File: src/design/xxh_pkg.sv
// ----------------------------------------------------------------------------
// xxh_pkg
// Shared constants, the command format between front and back, and helpers
// for the 32-bit xxHash core.
// ----------------------------------------------------------------------------
package xxh_pkg;

	localparam logic [31:0] PRIME1 = 32'd2654435761;
	localparam logic [31:0] PRIME2 = 32'd2246822519;
	localparam logic [31:0] PRIME3 = 32'd3266489917;
	localparam logic [31:0] PRIME4 = 32'd668265263;
	localparam logic [31:0] PRIME5 = 32'd374761393;

	localparam int QDEPTH = 4;
	localparam int QPTR_W = 2;

	// one command from the front to the back
	typedef struct packed {
		logic        word_vld;  // a whole word of the current stripe is carried
		logic [1:0]  widx;      // word position in the stripe
		logic [31:0] word;      // little-endian word
		logic        fin;       // message ends after this command
		logic [1:0]  nwords;    // whole words left in an open stripe
		logic [1:0]  nbytes;    // bytes left after those words
		logic [23:0] tail;      // those bytes, first byte lowest
		logic        long_msg;  // at least one full stripe seen
		logic [31:0] len;       // message length mod 2^32
	} cmd_t;

	function automatic logic [31:0] rotl32(input logic [31:0] x, input int unsigned r);
		return (x << r) | (x >> (32 - r));
	endfunction

	function automatic logic [31:0] lane_seed(input logic [31:0] seed, input logic [1:0] idx);
		logic [31:0] v;
		unique case (idx)
			2'd0:    v = seed + PRIME1 + PRIME2;
			2'd1:    v = seed + PRIME2;
			2'd2:    v = seed;
			default: v = seed - PRIME1;
		endcase
		return v;
	endfunction

endpackage

File: src/design/xxh_front.sv
// ----------------------------------------------------------------------------
// xxh_front
// Takes one byte per beat, packs bytes into words, counts the message length
// and stripe position, and issues commands to the back end.
// ----------------------------------------------------------------------------
module xxh_front (
	input  logic          clk,
	input  logic          arst_n,
	input  logic          push,
	output logic          full,
	input  logic [7:0]    data_byte,
	input  logic          has_byte,
	input  logic          last,
	input  logic          cfg_we,
	input  logic          q_full,
	output logic          cmd_push,
	output xxh_pkg::cmd_t cmd
);

	logic [3:0]  fill_q;
	logic [31:0] len_q;
	logic        long_q;
	logic [23:0] acc_q;

	logic        accept;
	logic [1:0]  bp;
	logic [23:0] acc_n;
	logic [3:0]  fill_n;
	logic        long_n;
	logic [31:0] len_n;
	logic        word_done;

	assign full   = q_full;
	assign accept = push & ~q_full;
	assign bp     = fill_q[1:0];

	always_comb begin
		acc_n = acc_q;
		if (has_byte) begin
			case (bp)
				2'd0:    acc_n[7:0]   = data_byte;
				2'd1:    acc_n[15:8]  = data_byte;
				2'd2:    acc_n[23:16] = data_byte;
				default: acc_n        = acc_q;
			endcase
		end
	end

	assign fill_n    = has_byte ? fill_q + 4'd1 : fill_q;
	assign long_n    = long_q | (has_byte & (fill_q == 4'd15));
	assign len_n     = len_q + {31'd0, has_byte};
	assign word_done = has_byte & (bp == 2'd3);

	always_comb begin
		cmd.word_vld = word_done;
		cmd.widx     = fill_q[3:2];
		cmd.word     = {data_byte, acc_q};
		cmd.fin      = last;
		cmd.nwords   = fill_n[3:2];
		cmd.nbytes   = fill_n[1:0];
		cmd.tail     = acc_n;
		cmd.long_msg = long_n;
		cmd.len      = len_n;
	end

	assign cmd_push = accept & (word_done | last);

	always_ff @(posedge clk or negedge arst_n) begin
		if (!arst_n) begin
			fill_q <= '0;
			len_q  <= '0;
			long_q <= 1'b0;
		end else if (cfg_we || (accept && last)) begin
			fill_q <= '0;
			len_q  <= '0;
			long_q <= 1'b0;
		end else if (accept) begin
			fill_q <= fill_n;
			len_q  <= len_n;
			long_q <= long_n;
		end
	end

	always_ff @(posedge clk) begin
		if (accept) begin
			acc_q <= acc_n;
		end
	end

endmodule

File: src/design/xxh_cmdq.sv
// ----------------------------------------------------------------------------
// xxh_cmdq
// Short command queue between the front and the back end.
// ----------------------------------------------------------------------------
module xxh_cmdq (
	input  logic          clk,
	input  logic          arst_n,
	input  logic          push,
	input  xxh_pkg::cmd_t din,
	output logic          full,
	input  logic          pop,
	output logic          empty,
	output xxh_pkg::cmd_t dout
);

	xxh_pkg::cmd_t                mem_q [xxh_pkg::QDEPTH];
	logic [xxh_pkg::QPTR_W-1:0]   wr_q;
	logic [xxh_pkg::QPTR_W-1:0]   rd_q;
	logic [xxh_pkg::QPTR_W:0]     cnt_q;
	logic                         do_push;
	logic                         do_pop;

	assign full    = cnt_q == (xxh_pkg::QPTR_W + 1)'(xxh_pkg::QDEPTH);
	assign empty   = cnt_q == '0;
	assign do_push = push & ~full;
	assign do_pop  = pop & ~empty;
	assign dout    = mem_q[rd_q];

	always_ff @(posedge clk or negedge arst_n) begin
		if (!arst_n) begin
			wr_q  <= '0;
			rd_q  <= '0;
			cnt_q <= '0;
		end else begin
			if (do_push) begin
				wr_q <= wr_q + 1'b1;
			end
			if (do_pop) begin
				rd_q <= rd_q + 1'b1;
			end
			if (do_push && !do_pop) begin
				cnt_q <= cnt_q + 1'b1;
			end else if (do_pop && !do_push) begin
				cnt_q <= cnt_q - 1'b1;
			end
		end
	end

	always_ff @(posedge clk) begin
		if (do_push) begin
			mem_q[wr_q] <= din;
		end
	end

`ifndef NO_ASSERTIONS
	a_cnt_bound: assert property (@(posedge clk) disable iff (!arst_n)
		cnt_q <= (xxh_pkg::QPTR_W + 1)'(xxh_pkg::QDEPTH))
		else $error("command queue count out of range");
`endif

endmodule

File: src/design/xxh_back.sv
// ----------------------------------------------------------------------------
// xxh_back
// Sequencer around one shared 32x32 multiplier: runs the lane rounds of
// each stripe, then the tail folds and avalanche of a message, and holds
// the finished hash until it is taken.
// ----------------------------------------------------------------------------
module xxh_back (
	input  logic          clk,
	input  logic          arst_n,
	input  logic          cfg_we,
	input  logic [31:0]   cfg_wdata,
	input  logic          q_empty,
	input  xxh_pkg::cmd_t q_dout,
	output logic          q_pop,
	input  logic          pop,
	output logic          empty,
	output logic [31:0]   hash
);

	typedef enum logic [10:0] {
		S_IDLE     = 11'b000_0000_0001,
		S_LANE_A   = 11'b000_0000_0010,
		S_LANE_B   = 11'b000_0000_0100,
		S_LANE_C   = 11'b000_0000_1000,
		S_FIN_BASE = 11'b000_0001_0000,
		S_TAIL_A   = 11'b000_0010_0000,
		S_TAIL_B   = 11'b000_0100_0000,
		S_TAIL_C   = 11'b000_1000_0000,
		S_AVAL_A   = 11'b001_0000_0000,
		S_AVAL_B   = 11'b010_0000_0000,
		S_AVAL_C   = 11'b100_0000_0000
	} state_t;

	state_t      state_q, state_n;
	logic [31:0] seed_q;
	logic [31:0] lane_q [4];
	logic [31:0] w_q [4];
	logic [31:0] p_q;
	logic [31:0] h_q;
	logic [1:0]  k_q;
	logic [1:0]  wi_q;
	logic [1:0]  bi_q;
	logic        word_mode_q;
	logic        fin_q;
	logic [1:0]  nw_q;
	logic [1:0]  nb_q;
	logic [23:0] tb_q;
	logic        long_q;
	logic [31:0] len_q;
	logic [31:0] out_q;
	logic        out_vld_q;

	logic [1:0]  widx_sel;
	logic [31:0] w_sel;
	logic [31:0] lane_sel;
	logic [31:0] sum;
	logic [7:0]  tail_byte;
	logic [31:0] base;
	logic [31:0] mul_a;
	logic [31:0] mul_b;
	logic        mul_en;
	logic        out_wr;
	logic        tail_word;
	logic        tail_more;

	assign widx_sel  = (state_q == S_LANE_A) ? k_q : wi_q;
	assign w_sel     = w_q[widx_sel];
	assign lane_sel  = lane_q[k_q];
	assign sum       = ((state_q == S_LANE_B) ? lane_sel : h_q) + p_q;
	assign tail_word = wi_q != nw_q;
	assign tail_more = tail_word | (bi_q != nb_q);

	always_comb begin
		case (bi_q)
			2'd0:    tail_byte = tb_q[7:0];
			2'd1:    tail_byte = tb_q[15:8];
			default: tail_byte = tb_q[23:16];
		endcase
	end

	// lane merge for long messages, seed path for short ones
	assign base = long_q
		? xxh_pkg::rotl32(lane_q[0], 1) + xxh_pkg::rotl32(lane_q[1], 7)
		  + xxh_pkg::rotl32(lane_q[2], 12) + xxh_pkg::rotl32(lane_q[3], 18)
		: seed_q + xxh_pkg::PRIME5;

	always_comb begin
		mul_a  = '0;
		mul_b  = '0;
		mul_en = 1'b1;
		unique case (state_q)
			S_LANE_A: begin
				mul_a = w_sel;
				mul_b = xxh_pkg::PRIME2;
			end
			S_LANE_B: begin
				mul_a = xxh_pkg::rotl32(sum, 13);
				mul_b = xxh_pkg::PRIME1;
			end
			S_TAIL_A: begin
				mul_a = tail_word ? w_sel : {24'd0, tail_byte};
				mul_b = tail_word ? xxh_pkg::PRIME3 : xxh_pkg::PRIME5;
			end
			S_TAIL_B: begin
				mul_a = word_mode_q ? xxh_pkg::rotl32(sum, 17) : xxh_pkg::rotl32(sum, 11);
				mul_b = word_mode_q ? xxh_pkg::PRIME4 : xxh_pkg::PRIME1;
			end
			S_AVAL_A: begin
				mul_a = h_q ^ (h_q >> 15);
				mul_b = xxh_pkg::PRIME2;
			end
			S_AVAL_B: begin
				mul_a = p_q ^ (p_q >> 13);
				mul_b = xxh_pkg::PRIME3;
			end
			default: mul_en = 1'b0;
		endcase
	end

	assign q_pop  = (state_q == S_IDLE) & ~q_empty;
	assign out_wr = (state_q == S_AVAL_C) & (~out_vld_q | pop);

	always_comb begin
		state_n = state_q;
		unique case (state_q)
			S_IDLE: begin
				if (!q_empty) begin
					if (q_dout.word_vld && q_dout.widx == 2'd3) begin
						state_n = S_LANE_A;
					end else if (q_dout.fin) begin
						state_n = S_FIN_BASE;
					end
				end
			end
			S_LANE_A:   state_n = S_LANE_B;
			S_LANE_B:   state_n = S_LANE_C;
			S_LANE_C: begin
				if (k_q != 2'd3) begin
					state_n = S_LANE_A;
				end else begin
					state_n = fin_q ? S_FIN_BASE : S_IDLE;
				end
			end
			S_FIN_BASE: state_n = S_TAIL_A;
			S_TAIL_A:   state_n = tail_more ? S_TAIL_B : S_AVAL_A;
			S_TAIL_B:   state_n = S_TAIL_C;
			S_TAIL_C:   state_n = S_TAIL_A;
			S_AVAL_A:   state_n = S_AVAL_B;
			S_AVAL_B:   state_n = S_AVAL_C;
			S_AVAL_C:   state_n = out_wr ? S_IDLE : S_AVAL_C;
			default:    state_n = S_IDLE;
		endcase
	end

	always_ff @(posedge clk or negedge arst_n) begin
		if (!arst_n) begin
			state_q     <= S_IDLE;
			seed_q      <= '0;
			for (int i = 0; i < 4; i++) begin
				lane_q[i] <= xxh_pkg::lane_seed(32'd0, 2'(i));
			end
			k_q         <= '0;
			wi_q        <= '0;
			bi_q        <= '0;
			word_mode_q <= 1'b0;
			fin_q       <= 1'b0;
			out_vld_q   <= 1'b0;
		end else begin
			state_q <= state_n;
			if (cfg_we) begin
				seed_q <= cfg_wdata;
			end
			// lanes restart on a seed write and after each finished message
			if (cfg_we) begin
				for (int i = 0; i < 4; i++) begin
					lane_q[i] <= xxh_pkg::lane_seed(cfg_wdata, 2'(i));
				end
			end else if (out_wr) begin
				for (int i = 0; i < 4; i++) begin
					lane_q[i] <= xxh_pkg::lane_seed(seed_q, 2'(i));
				end
			end else if (state_q == S_LANE_C) begin
				lane_q[k_q] <= p_q;
			end
			if (q_pop) begin
				k_q   <= '0;
				fin_q <= q_dout.fin;
			end else if (state_q == S_LANE_C) begin
				k_q <= k_q + 2'd1;
			end
			if (state_q == S_FIN_BASE) begin
				wi_q <= '0;
				bi_q <= '0;
			end else if (state_q == S_TAIL_C) begin
				if (word_mode_q) begin
					wi_q <= wi_q + 2'd1;
				end else begin
					bi_q <= bi_q + 2'd1;
				end
			end
			if (state_q == S_TAIL_A) begin
				word_mode_q <= tail_word;
			end
			if (out_wr) begin
				out_vld_q <= 1'b1;
			end else if (pop) begin
				out_vld_q <= 1'b0;
			end
		end
	end

	always_ff @(posedge clk) begin
		if (q_pop) begin
			if (q_dout.word_vld) begin
				w_q[q_dout.widx] <= q_dout.word;
			end
			nw_q   <= q_dout.nwords;
			nb_q   <= q_dout.nbytes;
			tb_q   <= q_dout.tail;
			long_q <= q_dout.long_msg;
			len_q  <= q_dout.len;
		end
		if (mul_en) begin
			p_q <= mul_a * mul_b;
		end
		if (state_q == S_FIN_BASE) begin
			h_q <= base + len_q;
		end else if (state_q == S_TAIL_C) begin
			h_q <= p_q;
		end
		if (out_wr) begin
			out_q <= p_q ^ (p_q >> 16);
		end
	end

	assign empty = ~out_vld_q;
	assign hash  = out_q;

`ifndef NO_ASSERTIONS
	a_hold_result: assert property (@(posedge clk) disable iff (!arst_n)
		(state_q == S_AVAL_C && out_vld_q && !pop) |=> (state_q == S_AVAL_C && out_vld_q))
		else $error("waiting hash overwritten");
	a_tail_work: assert property (@(posedge clk) disable iff (!arst_n)
		(state_q == S_TAIL_C) |-> (word_mode_q ? (wi_q != nw_q) : (bi_q != nb_q)))
		else $error("tail step without work left");
	a_stripe_done: assert property (@(posedge clk) disable iff (!arst_n)
		(state_q == S_LANE_C && k_q == 2'd3 && !fin_q) |=> (state_q == S_IDLE))
		else $error("stripe end did not return to idle");
`endif

endmodule

File: src/design/xxh32_stream_hash_core.sv
// ----------------------------------------------------------------------------
// xxh32_stream_hash_core
// Streaming 32-bit xxHash of a byte message with a programmable seed.
// ----------------------------------------------------------------------------
// usage:
// - input side is a queue: drive data_byte, has_byte, last with push; a beat
//   is taken when push is high and full is low. has_byte low with last high
//   ends a message without adding a byte; has_byte and last both low is a no-op
// - result side is a queue: hash is valid while empty is low and is taken
//   when pop is high; one hash per message, in message order
// - cfg_we with cfg_wdata loads the seed and drops any message in progress;
//   write it only while nothing is in flight
// - the front takes one byte per cycle while full is low; every fourth byte
//   becomes a command for the back end, whose work per 16-byte stripe is four
//   queue pops and a lane round (S_LANE_A, S_LANE_B, S_LANE_C) per word, so
//   one byte per cycle holds inside a message; a message end runs S_FIN_BASE,
//   S_TAIL_A, a S_TAIL_B/C/A round per leftover word or byte and S_AVAL_A/B/C,
//   so short messages back to back fill the queue
// - after the last beat is accepted, empty goes low once the back end has run
//   any backlog, any lane rounds of a closing stripe, and the end states
// - when the receiver stalls, the finished hash is held, the back end waits
//   and the front keeps taking bytes until the 4-entry command queue fills
// - reset clears the seed to zero, the queue and the output; no clearing pass
// ----------------------------------------------------------------------------
module xxh32_stream_hash_core (
	input  logic        clk,
	input  logic        arst_n,
	input  logic        push,
	output logic        full,
	input  logic [7:0]  data_byte,
	input  logic        has_byte,
	input  logic        last,
	output logic        empty,
	input  logic        pop,
	output logic [31:0] hash,
	input  logic        cfg_we,
	input  logic [31:0] cfg_wdata
);

	xxh_pkg::cmd_t cmd;
	xxh_pkg::cmd_t q_dout;
	logic          cmd_push;
	logic          q_full;
	logic          q_empty;
	logic          q_pop;

	xxh_front u_front (
		.clk       (clk),
		.arst_n    (arst_n),
		.push      (push),
		.full      (full),
		.data_byte (data_byte),
		.has_byte  (has_byte),
		.last      (last),
		.cfg_we    (cfg_we),
		.q_full    (q_full),
		.cmd_push  (cmd_push),
		.cmd       (cmd)
	);

	xxh_cmdq u_cmdq (
		.clk    (clk),
		.arst_n (arst_n),
		.push   (cmd_push),
		.din    (cmd),
		.full   (q_full),
		.pop    (q_pop),
		.empty  (q_empty),
		.dout   (q_dout)
	);

	xxh_back u_back (
		.clk       (clk),
		.arst_n    (arst_n),
		.cfg_we    (cfg_we),
		.cfg_wdata (cfg_wdata),
		.q_empty   (q_empty),
		.q_dout    (q_dout),
		.q_pop     (q_pop),
		.pop       (pop),
		.empty     (empty),
		.hash      (hash)
	);

endmodule

File: config.mk
export PLATFORM = sky130hd
export DESIGN_NAME = xxh32_stream_hash_core
export DESIGN_NICKNAME = d
export VERILOG_FILES = /design/src/design/xxh_pkg.sv /design/src/design/xxh_front.sv /design/src/design/xxh_cmdq.sv /design/src/design/xxh_back.sv /design/src/design/xxh32_stream_hash_core.sv
export SDC_FILE = /design/constraint.sdc
export NUM_CORES = 2
export LEC_CHECK = 0
export BUFFER_PORTS_ARGS = -buffer_cell sky130_fd_sc_hd__buf_2
export CELL_PAD_IN_SITES_DETAIL_PLACEMENT = 1
export CELL_PAD_IN_SITES_GLOBAL_PLACEMENT = 1
export CORE_UTILIZATION = 36
export CTS_CLUSTER_SIZE = 16
export DETAILED_ROUTE_END_ITERATION = 8
export PLACE_DENSITY_LB_ADDON = 0.15
export SYNTH_ARGS = -nofsm -noshare
export SYNTH_HDL_FRONTEND = slang
export SYNTH_SLANG_ARGS = --single-unit
File: constraint.sdc
create_clock -name clk -period 17.95 [get_ports clk]
set_input_delay 1.795 -clock clk [delete_from_list [all_inputs] [get_ports clk]]
set_output_delay 1.795 -clock clk [all_outputs]
set_load 0.05 [all_outputs]
==> metrics.txt <==
main combinational cell family by area after synthesis adder cells; DP Wirelength 185000 um; fmax 0.0667 GHz; Die W 421 um; Async SR Flop Fraction 0.243; CTS root buf clkbuf_16; setup TNS 0 ns; Net Count, Synth roughly 6400; worst endpoint required time between 15 and 20 ns; Starting Density 0.363; routability congestion estimate 0.976; CTS tree yes; slew margin rel. 0.0636; reg2reg path depth 47; total wire length about 240000 um; CTS resizes 0; CP arrival 15.50 ns; Worst VDD drop ~120 uV; Synth Area in Simple Gates 0.0939; vias in the first global route 46000; synthesis-stage register bit count 921; routed via count 44500; CTS Hold Bufs 0; Avg WL per Cell about 30 um; Post-DRT Antenna Nets 0; all-layer global routing usage 0.277; die area roughly 180000 sq um; multi-input logic area 33400 sq um; Num CTS Buffers between 100 and 150; initial antenna violation count 8; drt drc 0; RSZ-0062 raised after global routing no; reg2reg setup slack 2.96 ns; post-synth top area cell edfxtp_1; HP Class reg2reg; # H-tree levels 3; slowest cell delay on critical path 0.98 ns; Reg-to-Reg End u_back.p_q[31]; post-synthesis mux area share 0.0692; DR iter-0 viols 3734; synthesized area roughly 63000 sq um; Sequential Area 26600 sq um; Synth Area in Adders 0.199; min cycle time layout 14.99 ns; share of layout cells above drive strength 1 0.117; sequential area share after synthesis 0.421; Setup crit end kind flop; Synth Area in Compound Gates 0.105; skew final 0.0549 ns; Worst-Skew Late Latency 0.78 ns; final hold vios 0; Top FF cell, synth edfxtp_1; max cap viols 0; Slew Limit Fails 0; Synth top cells by count 697 x edfxtp_1, 549 x inv_1, 521 x nand2_1, 483 x nor2_1, 473 x fa_1; area grow syn2layout 10.4%; Hold Path Sink u_cmdq.cnt_q[2]; Overall Power 8.62 mW; status complete, no violations; vias per cell about 5.6; critical path class reg2reg; count leader, synth edfxtp_1; DIE HEIGHT 421 um; Startpoint Class flop; first-pass GRT wire length 347000 um; Setup violations, final 0; # Post-CTS Setup Buffers 0; DR pass1 iterations 6; Synth cell types 89; power per cell area about 120 nW/um^2; Filler cells 18600; IO Port Bufs 80; pin count of the biggest net entering global routing 98; slowest CP cell nor4_1; Core ar. 174000 sq um; clock-pin slew on the worst setup and hold paths 0.06 ns; top-area cell type share of the netlist area 0.331; Post-Synth XOR/XNOR Area 0.0606; Avg Inst Size Synth approximately 11 sq um; hold wc startpoint u_cmdq.cnt_q[2]; cell leakage power between 20 and 30 nW; cell row count 153; Ys Warns 0; top post-synthesis cells by area edfxtp_1 33%, fa_1 15%, dfrtp_1 7.2%; clock sinks 921; I/O pin count 81; CTS Buffer Depth 3; gr ovfl total 0; Syn Inst Count 5600; Hold WS 0.488 ns; WHS Path Cells 1; RR Startpoint u_back.state_q[5]; CP most frequent cell fa_1; NumNets Final 6358; EDFF count, synth 697; period utilisation layout 0.835; Least-Margin Pin Slew between 1 and 1.5 ns; crit path max fanout 59
==> cell families (layout without fill, tap and decap cells) <==
group                    Yosys count  in the layout
AO/OA/AOI/OAI                   1054           1054
XOR/XNOR                         429            429
adder cells (fa/ha/maj)          719            719
buffers and inverters            865            944
flip-flops                       921            921
multiplexers                     251            251
other                              0              2
AND/OR/NAND/NOR                 1361           1361
==> registers in the layout, indices dropped and copies added, names as in the netlist, 3 cells and up <==
name and cells:
u_cmdq.mem_q 388, u_back.lane_q 128, u_back.w_q 128, u_back.h_q 32, u_back.hash 32, u_back.len_q 32
u_back.p_q 32, u_back.seed_q 32, u_front.len_q 32, u_back.tb_q 24, u_front.acc_q 24, u_back.state_q 11
u_front.fill_q 4, u_cmdq.cnt_q 3
==> power breakdown <==
group          switching, mW  internal (mW)  leakage, nW
clock network          0.941           1.22         1.68
logic                   2.15           1.25         17.6
registers              0.257           2.80         9.17
==> stage by stage <==
step / utilization / area [sq um] / cells / setup slack (ns)
after floorplan: - / 63200 / 5600 / 4.06
after global placement: 0.381 / 66300 / 7810 / 3.71
after detailed placement: 0.381 / 66300 / 7810 / 3.35
after CTS: 0.401 / 69700 / 8004 / 3.27
after global routing: 0.401 / 69700 / 8005 / 2.22
final: 0.401 / 69700 / 8006 / 2.96
==> critical path: cells and delay by family (launching register included) <==
family                   cells  cell delay [ns]
adder cells (fa/ha/maj)     10             4.37
buffers and inverters        7             1.76
flip-flops                   1             0.45
XOR/XNOR                     2             0.40
AND/OR/NAND/NOR             10             2.92
AO/OA/AOI/OAI               17             4.54
multiplexers                 1             0.24
==> placed cells by master (no fill, tap or decap), types with 25 or more instances in the layout <==
| master | count |
|---|---|
| edfxtp_1 | 697 |
| inv_1 | 547 |
| nand2_1 | 519 |
| nor2_1 | 475 |
| fa_1 | 473 |
| o21ai_0 | 325 |
| xnor2_1 | 296 |
| a21oi_1 | 282 |
| ha_1 | 246 |
| dfrtp_1 | 178 |
| mux4_2 | 140 |
| xor2_1 | 128 |
| clkbuf_16 | 109 |
| buf_4 | 109 |
| nand3_1 | 86 |
| buf_2 | 78 |
| a21o_1 | 64 |
| mux2_2 | 60 |
| nor3_1 | 55 |
| a31oi_1 | 54 |
| mux2i_1 | 47 |
| dfstp_2 | 43 |
| a32oi_1 | 42 |
| and3_1 | 38 |
| o21bai_1 | 31 |
| a22o_1 | 27 |
| clkinv_1 | 26 |
| nand2b_1 | 25 |
==> layout make-up <==
cell class / instances / share of cell area
Multi-Input combinational cell: 3814 / 0.479
Sequential cell: 921 / 0.382
Tap cell: 2325 / 0.0417
Clock buffer: 138 / 0.0416
Inverter: 561 / 0.0302
Timing Repair Buffer: 189 / 0.0178
Clock inverter: 56 / 0.00795
Antenna cell: 2 / 0.0000718
==> layer usage <==
layer	GRT usage	vias up	wire length, um
met5	0	-	13
met4	0.100	2	9230
li1	-	19500	-
met2	0.425	1211	109000
met3	0.0316	301	11700
met1	0.403	23500	113000
==> how the worst max path moves through the flow <==
| stage | to | from | cells past startpoint | slack [ns] |
|---|---|---|---|---|
| floorplan | u_back.p_q[31] | u_back.state_q[4] | 49 | 4.06 |
| finish | u_back.p_q[31] | u_back.state_q[5] | 47 | 2.96 |
| detailed placement | u_back.p_q[31] | u_back.state_q[5] | 47 | 3.35 |
| global route | u_back.p_q[31] | u_back.state_q[4] | 47 | 2.22 |
| global placement | u_back.p_q[31] | u_back.state_q[4] | 47 | 3.71 |
| CTS | u_back.p_q[31] | u_back.state_q[5] | 47 | 3.27 |
Note: power is estimated with default switching activity, not from simulation.
